$ cat src/rtl/psu_pkg.sv
// Shared types, codes and helpers for the PNG scanline unfilter unit.
// No dependencies; used by psu_front, psu_recon and the top level.
`timescale 1ns / 1ps
`default_nettype none

package psu_pkg;

  localparam int BYTE_W = 8;
  localparam int BPP_W  = 4;
  localparam int ROW_W  = 13;

  localparam logic [BPP_W-1:0] BPP_RESET = 4'd4;
  localparam logic [ROW_W-1:0] ROW_RESET = 13'd1024;

  // Register index (byte address / 4)
  localparam logic REG_BPP = 1'b0;
  localparam logic REG_ROW = 1'b1;

  typedef enum logic [2:0] {
    FILT_NONE  = 3'd0,
    FILT_SUB   = 3'd1,
    FILT_UP    = 3'd2,
    FILT_AVG   = 3'd3,
    FILT_PAETH = 3'd4
  } filt_t;

  // Kind of word held in the reconstruct stage
  typedef enum logic [1:0] {
    OP_CLEAR,   // good filter byte: clear histories, no result
    OP_ERROR,   // bad filter byte: error result
    OP_DATA     // filtered data byte: one pixel byte
  } psu_op_t;

  typedef struct packed {
    psu_op_t op;
    filt_t   filter;
    logic    first;   // first row of image: above byte reads as zero
    logic    last;    // final byte of the row
  } psu_s1_t;

  function automatic logic [BYTE_W-1:0] paeth_pick(input logic [BYTE_W-1:0] a,
                                                   input logic [BYTE_W-1:0] b,
                                                   input logic [BYTE_W-1:0] c);
    logic signed [10:0] sa, sb, sc, p, pa, pb, pc;
    sa = signed'({3'b000, a});
    sb = signed'({3'b000, b});
    sc = signed'({3'b000, c});
    p  = sa + sb - sc;
    pa = p - sa;
    pb = p - sb;
    pc = p - sc;
    if (pa < 0) pa = -pa;
    if (pb < 0) pb = -pb;
    if (pc < 0) pc = -pc;
    if (pa <= pb && pa <= pc) return a;
    else if (pb <= pc) return b;
    else return c;
  endfunction

endpackage

`default_nettype wire

$ cat src/rtl/psu_front.sv
// Front-end sequencer: row position, filter type, halt state and the stage register.
// Depends on psu_pkg.
`timescale 1ns / 1ps
`default_nettype none

module psu_front #(
  parameter int MAX_ROW_BYTES = 4096,
  parameter int MAX_BPP       = 8,
  parameter int CW = (MAX_ROW_BYTES > 1) ? $clog2(MAX_ROW_BYTES) : 1,
  parameter int IW = (MAX_BPP > 1) ? $clog2(MAX_BPP) : 1
) (
  input  wire                            clk,
  input  wire                            rst,
  input  wire                            in_valid,
  output logic                           in_ready,
  input  wire  [psu_pkg::BYTE_W-1:0]     in_byte,
  input  wire                            in_start,
  input  wire  [psu_pkg::BPP_W-1:0]      bytes_per_pixel,
  input  wire  [psu_pkg::ROW_W-1:0]      row_bytes,
  input  wire                            s1_adv,
  output logic                           accept,
  output logic [CW-1:0]                  rd_addr,
  output logic                           s1_valid,
  output psu_pkg::psu_s1_t               s1_info,
  output logic [IW-1:0]                  s1_k,
  output logic [CW-1:0]                  s1_col
);

  localparam int LW = (CW + 1 > psu_pkg::ROW_W) ? CW + 1 : psu_pkg::ROW_W;

  logic [CW-1:0]          column, column_next;
  logic                   on_first_row, on_first_row_next;
  psu_pkg::filt_t         row_filter, row_filter_next;
  logic                   awaiting_filter, awaiting_filter_next;
  logic                   halted, halted_next;
  logic [IW-1:0]          kcnt [MAX_BPP];

  logic                   keep, kclear, kadv, is_last;
  psu_pkg::psu_op_t       op_new;
  logic [psu_pkg::BPP_W-1:0] bpp_eff;
  logic [LW-1:0]          len_eff, col_p1;
  logic [IW-1:0]          k_cur;

  assign in_ready = !s1_valid || s1_adv;
  assign accept   = in_valid && in_ready;
  assign rd_addr  = column;

  // Clamp the configured distance and row length into range
  always_comb begin
    if (bytes_per_pixel == '0) bpp_eff = psu_pkg::BPP_W'(1);
    else if (bytes_per_pixel > psu_pkg::BPP_W'(MAX_BPP)) bpp_eff = psu_pkg::BPP_W'(MAX_BPP);
    else bpp_eff = bytes_per_pixel;

    if (row_bytes == '0) len_eff = LW'(1);
    else if (LW'(row_bytes) > LW'(MAX_ROW_BYTES)) len_eff = LW'(MAX_ROW_BYTES);
    else len_eff = LW'(row_bytes);

    col_p1  = LW'(column) + LW'(1);
    is_last = (col_p1 >= len_eff);
  end

  // Column modulo each possible distance, kept as one wrap counter per distance
  always_comb begin
    k_cur = '0;
    for (int m = 1; m <= MAX_BPP; m++) begin
      if (bpp_eff == psu_pkg::BPP_W'(m)) k_cur = kcnt[m-1];
    end
  end

  always_comb begin
    column_next          = column;
    on_first_row_next    = on_first_row;
    row_filter_next      = row_filter;
    awaiting_filter_next = awaiting_filter;
    halted_next          = halted;
    keep                 = 1'b0;
    kclear               = 1'b0;
    kadv                 = 1'b0;
    op_new               = psu_pkg::OP_CLEAR;

    if (in_start || (!halted && awaiting_filter)) begin
      // Filter byte; start of image also restarts the image
      if (in_start) begin
        on_first_row_next = 1'b1;
        halted_next       = 1'b0;
      end
      column_next = '0;
      kclear      = 1'b1;
      keep        = 1'b1;
      if (in_byte > psu_pkg::BYTE_W'(psu_pkg::FILT_PAETH)) begin
        halted_next          = 1'b1;
        awaiting_filter_next = 1'b1;
        op_new               = psu_pkg::OP_ERROR;
      end else begin
        row_filter_next      = psu_pkg::filt_t'(in_byte[2:0]);
        awaiting_filter_next = 1'b0;
      end
    end else if (!halted) begin
      keep   = 1'b1;
      op_new = psu_pkg::OP_DATA;
      if (is_last) begin
        column_next          = '0;
        kclear               = 1'b1;
        awaiting_filter_next = 1'b1;
        on_first_row_next    = 1'b0;
      end else begin
        column_next = column + CW'(1);
        kadv        = 1'b1;
      end
    end
  end

  always_ff @(posedge clk) begin
    if (rst) begin
      column          <= '0;
      on_first_row    <= 1'b1;
      row_filter      <= psu_pkg::FILT_NONE;
      awaiting_filter <= 1'b1;
      halted          <= 1'b0;
      s1_valid        <= 1'b0;
      for (int m = 0; m < MAX_BPP; m++) kcnt[m] <= '0;
    end else begin
      if (accept) begin
        column          <= column_next;
        on_first_row    <= on_first_row_next;
        row_filter      <= row_filter_next;
        awaiting_filter <= awaiting_filter_next;
        halted          <= halted_next;
        s1_valid        <= keep;
        for (int m = 0; m < MAX_BPP; m++) begin
          if (kclear) kcnt[m] <= '0;
          else if (kadv) kcnt[m] <= (kcnt[m] == IW'(m)) ? '0 : kcnt[m] + IW'(1);
        end
      end else if (s1_adv) begin
        s1_valid <= 1'b0;
      end
    end
  end

  // Stage payload
  always_ff @(posedge clk) begin
    if (accept) begin
      s1_info.op     <= op_new;
      s1_info.filter <= row_filter;
      s1_info.first  <= on_first_row;
      s1_info.last   <= is_last;
      s1_k           <= k_cur;
      s1_col         <= column;
    end
  end

endmodule

`default_nettype wire

$ cat config.mk
export PLATFORM = sky130hd
export DESIGN_NAME = psu_front
export DESIGN_NICKNAME = d
export VERILOG_FILES = /design/src/rtl/psu_pkg.sv /design/src/rtl/psu_front.sv
export SDC_FILE = /design/constraint.sdc
export NUM_CORES = 1
export LEC_CHECK = 0
export ABC_AREA = 1
export ABC_CLOCK_PERIOD_IN_PS = 3400
export BUFFER_PORTS_ARGS = -buffer_cell sky130_fd_sc_hd__clkbuf_2
export CAP_MARGIN = 25
export CORE_MARGIN = 2
export CORE_UTILIZATION = 45
export CTS_CLUSTER_DIAMETER = 120
export CTS_CLUSTER_SIZE = 10
export DETAILED_ROUTE_END_ITERATION = 8
export PLACE_DENSITY = 0.77
export SYNTH_ARGS = -nofsm -noshare
export SYNTH_HDL_FRONTEND = slang
export SYNTH_SLANG_ARGS = --single-unit
$ cat constraint.sdc
create_clock -name clk -period 3.4 [get_ports clk]
set_input_delay 0.17 -clock clk [delete_from_list [all_inputs] [get_ports clk]]
set_output_delay 0.17 -clock clk [all_outputs]
set_load 0.05 [all_outputs]
==> impl_metrics.env <==
export IMPL_ys_seq_area_frac=0.4882
export IMPL_antenna_found_initial=0
export IMPL_gr_usage_all_layers=0.1811
export IMPL_outcome="complete, no violations"
export IMPL_dp_hpwl_um=5599
export IMPL_worstMarginPinSlew_ps=521.5
export IMPL_remaining_drc_errors=0
export IMPL_synth_edff_count=46
export IMPL_gp_congestion=0.8584
export IMPL_drt_vias_per_instance=4.965
export IMPL_ys_ff_latch=65
export IMPL_period_minus_slack_ps=3048
export IMPL_dieArea_um2=8751
export IMPL_hold_path_class="in -> reg"
export IMPL_critPathTopFamily="simple AND/OR/NAND/NOR gates"
export IMPL_layout_area_seq_um2=1764
export IMPL_crit_required_ps=3410
export IMPL_instances_no_fill=568
export IMPL_ctsHoldBuffers=0
export IMPL_async_flop_share=0
export IMPL_layout_drive_gt1_share=0.2489
export IMPL_overflow=0
export IMPL_yosys_area_top_type="edfxtp_1"
export IMPL_final_util=0.5438
export IMPL_holdPathStages=3
export IMPL_worstSetupStartpoint="rd_addr[2]"
export IMPL_core_rowCount=32
export IMPL_clk_path_buf_depth=2
export IMPL_first_iter_violations=99
export IMPL_grt_pass1_vias=2710
export IMPL_worst_setup_path_end_kind="flip-flop"
export IMPL_fp_dieH_um=93.55
export IMPL_fin_ws_ps=351.6
export IMPL_synthFlopType="edfxtp_1"
export IMPL_ys_warn_count=0
export IMPL_rrSetupSlack_ps=350
export IMPL_holdCritStartpoint="in_byte[1]"
export IMPL_fin_setup_tns_ps=0
export IMPL_worst_path_buf_inv=2
export IMPL_synth_area_um2=3608
export IMPL_die_w_um=93.55
export IMPL_cp_max_fo=21
export IMPL_slew_headroom=0.6495
export IMPL_post_place_ws_ps=173.3
export IMPL_core_um2=7767
export IMPL_period_share=0.8966
export IMPL_yosys_top_cells_area="edfxtp_1 38%, dfxtp_1 11%, ha_1 10%, nand2_1 10%, inv_1 4.9%"
export IMPL_root_buffer="clkbuf_8"
export IMPL_grt_start_max_net_pins=29
export IMPL_path_cells="nand3_1 > nor2_1 > nand4_1 > xor2_1 > inv_1 > ha_1 > nand2_1 > inv_1 > nand2_1 > nand2_1 > a21oi_1 > nand3_1 > or2_1 > nand3_4"
export IMPL_p_leak_nw=1.952
export IMPL_worstSetupPathType="reg -> reg"
export IMPL_fin_skew_ps=16.19
export IMPL_n_fill_cell=720
export IMPL_syn_instance_count=387
export IMPL_crit_path_frequent_cell="nand2_1"
export IMPL_n_antenna_cell=0
export IMPL_finalNetCount=521
export IMPL_slowest_delay_ps=430
export IMPL_vias=2820
export IMPL_ant_nets=0
export IMPL_htreeDepth=3
export IMPL_grt_pass1_wl_um=12430
export IMPL_r2r_end="kcnt[0][8]"
export IMPL_dp_cells=552
export IMPL_timing_final_hold_violations=0
export IMPL_ios=67
export IMPL_finalMaxSlewViolations=0
export IMPL_cts_tree="built"
export IMPL_synth_top_area_frac=0.3828
export IMPL_cts_sinks=65
export IMPL_holdWs_ps=84.29
export IMPL_ir_worst_vdd_mv=0.1544
export IMPL_grt_setup_unrepaired="false"
export IMPL_clk_pin_slew_ps=80
export IMPL_maxCapViolCount=0
export IMPL_worst_ep_arrival_time_ps=3060
export IMPL_max_freq_mhz=328.0
export IMPL_drt_first_pass_iters=4
export IMPL_routedWlPerCell_um=13.20
export IMPL_reg2regPathDepth=14
export IMPL_clk_latency_ps=340
export IMPL_setup_violations=0
export IMPL_powerDensity_nw_per_um2=419.2
export IMPL_synth_avg_cell_area_um2=9.324
export IMPL_floorplan_initialDensity=0.4646
export IMPL_syn_nets=447
export IMPL_multi_input_area_um2=1607
export IMPL_regToRegStartpoint="rd_addr[2]"
export IMPL_wirelength_um=7497
export IMPL_startpoint_type="flip-flop"
export IMPL_slowest_stage="dfxtp_1"
export IMPL_synth_cell_types=29
export IMPL_whs_endpoint="row_filter[1]"
export IMPL_syn_to_final_growth_pct=17.06
export IMPL_tritoncts_num_buffers=9
export IMPL_io_buffers=66
==> power breakdown <==
group | internal [mW] | switching (mW)
Clock | 0.266 | 0.312
Combinational | 0.0753 | 0.187
Sequential | 0.897 | 0.0339
Total | 1.24 | 0.533
==> Yosys cell counts (3+ instances only) <==
library cell and n:
xor2_1 4, xnor2_1 9, nand4_1 6, edfxtp_1 46
nand2_1 98, dfxtp_1 19, clkbuf_1 4, inv_1 47
ha_1 30, o21ai_0 5, nor3_2 17, nor2_1 22
a21oi_1 25, nor4_1 3, nand3_1 25, nor3_1 10
==> cells by family (layout without fill, tap and decap cells) <==
group           after synthesis  count (layout)  share of synthesized area
compound gates               34              34                    0.05270
xor+xnor                     13              13                    0.03155
fa+ha+maj                    30              30                     0.1040
buf+inv                      57             136                    0.07073
flops                        65              65                     0.4882
simple gates                188             188                     0.2528
==> routing by layer <==
layer / up-vias / track usage / wire length, um
met5: - / 0 / 0
met4: 0 / 0.06522 / 110
met3: 10 / 0.03948 / 247
met2: 59 / 0.2980 / 3608
met1: 1308 / 0.2357 / 3531
li1: 1443 / - / -
==> state kept, by name (all words and copies together) (netlist names) <==
name	count
kcnt	24
rd_addr	12
s1_col	12
s1_info	7
row_filter	3
s1_k	3
awaiting_filter	1
halted	1
on_first_row	1
s1_valid	1
==> worst min-delay path, cell delays in order <==
cell and delay [ps]:
clkbuf_2 90, nand3_1 70, a21oi_1 60
==> worst max path at each step <==
stage | endpoint | slack [ps] | cells past startpoint
after floorplan | kcnt[0][0] | 50 | 16
after global placement | kcnt[0][4] | 320 | 12
after detailed placement | kcnt[0][3] | 170 | 15
after CTS | kcnt[0][3] | 150 | 15
after global routing | kcnt[1][8] | 4 | 15
final | kcnt[0][8] | 350 | 14
==> layout make-up <==
type | instances | area share
Clock buffer | 10 | 0.03021
Clock inverter | 6 | 0.01007
Inverter | 49 | 0.04354
Tap cell | 102 | 0.03021
Multi-Input combinational cell | 265 | 0.3803
Sequential cell | 65 | 0.4177
Timing Repair Buffer | 71 | 0.08797
==> cells in the final DEF, fill, tap and decap left out, drive strengths merged, types with 5 or more instances in the layout <==
cell    count
a21oi      26
buf         5
clkbuf     76
dfxtp      19
edfxtp     46
ha         30
inv        51
nand2      98
nand3      25
nand4       6
nor2       23
nor3       28
o21ai       5
xnor2       9
==> what timing repair did <==
action                     4_1_cts  5_1_grt
setup buffers                    0        0
setup endpoints to repair        0       33
resized for setup                0        3
==> metrics by stage <==
step                area, um^2  power [mW]
floorplan                 3616       1.130
global placement          4040       1.198
detailed placement        4040       1.209
CTS                       4210       1.783
global route              4224       1.850
finish                    4224       1.771
Power figures use the tool's default switching activity.
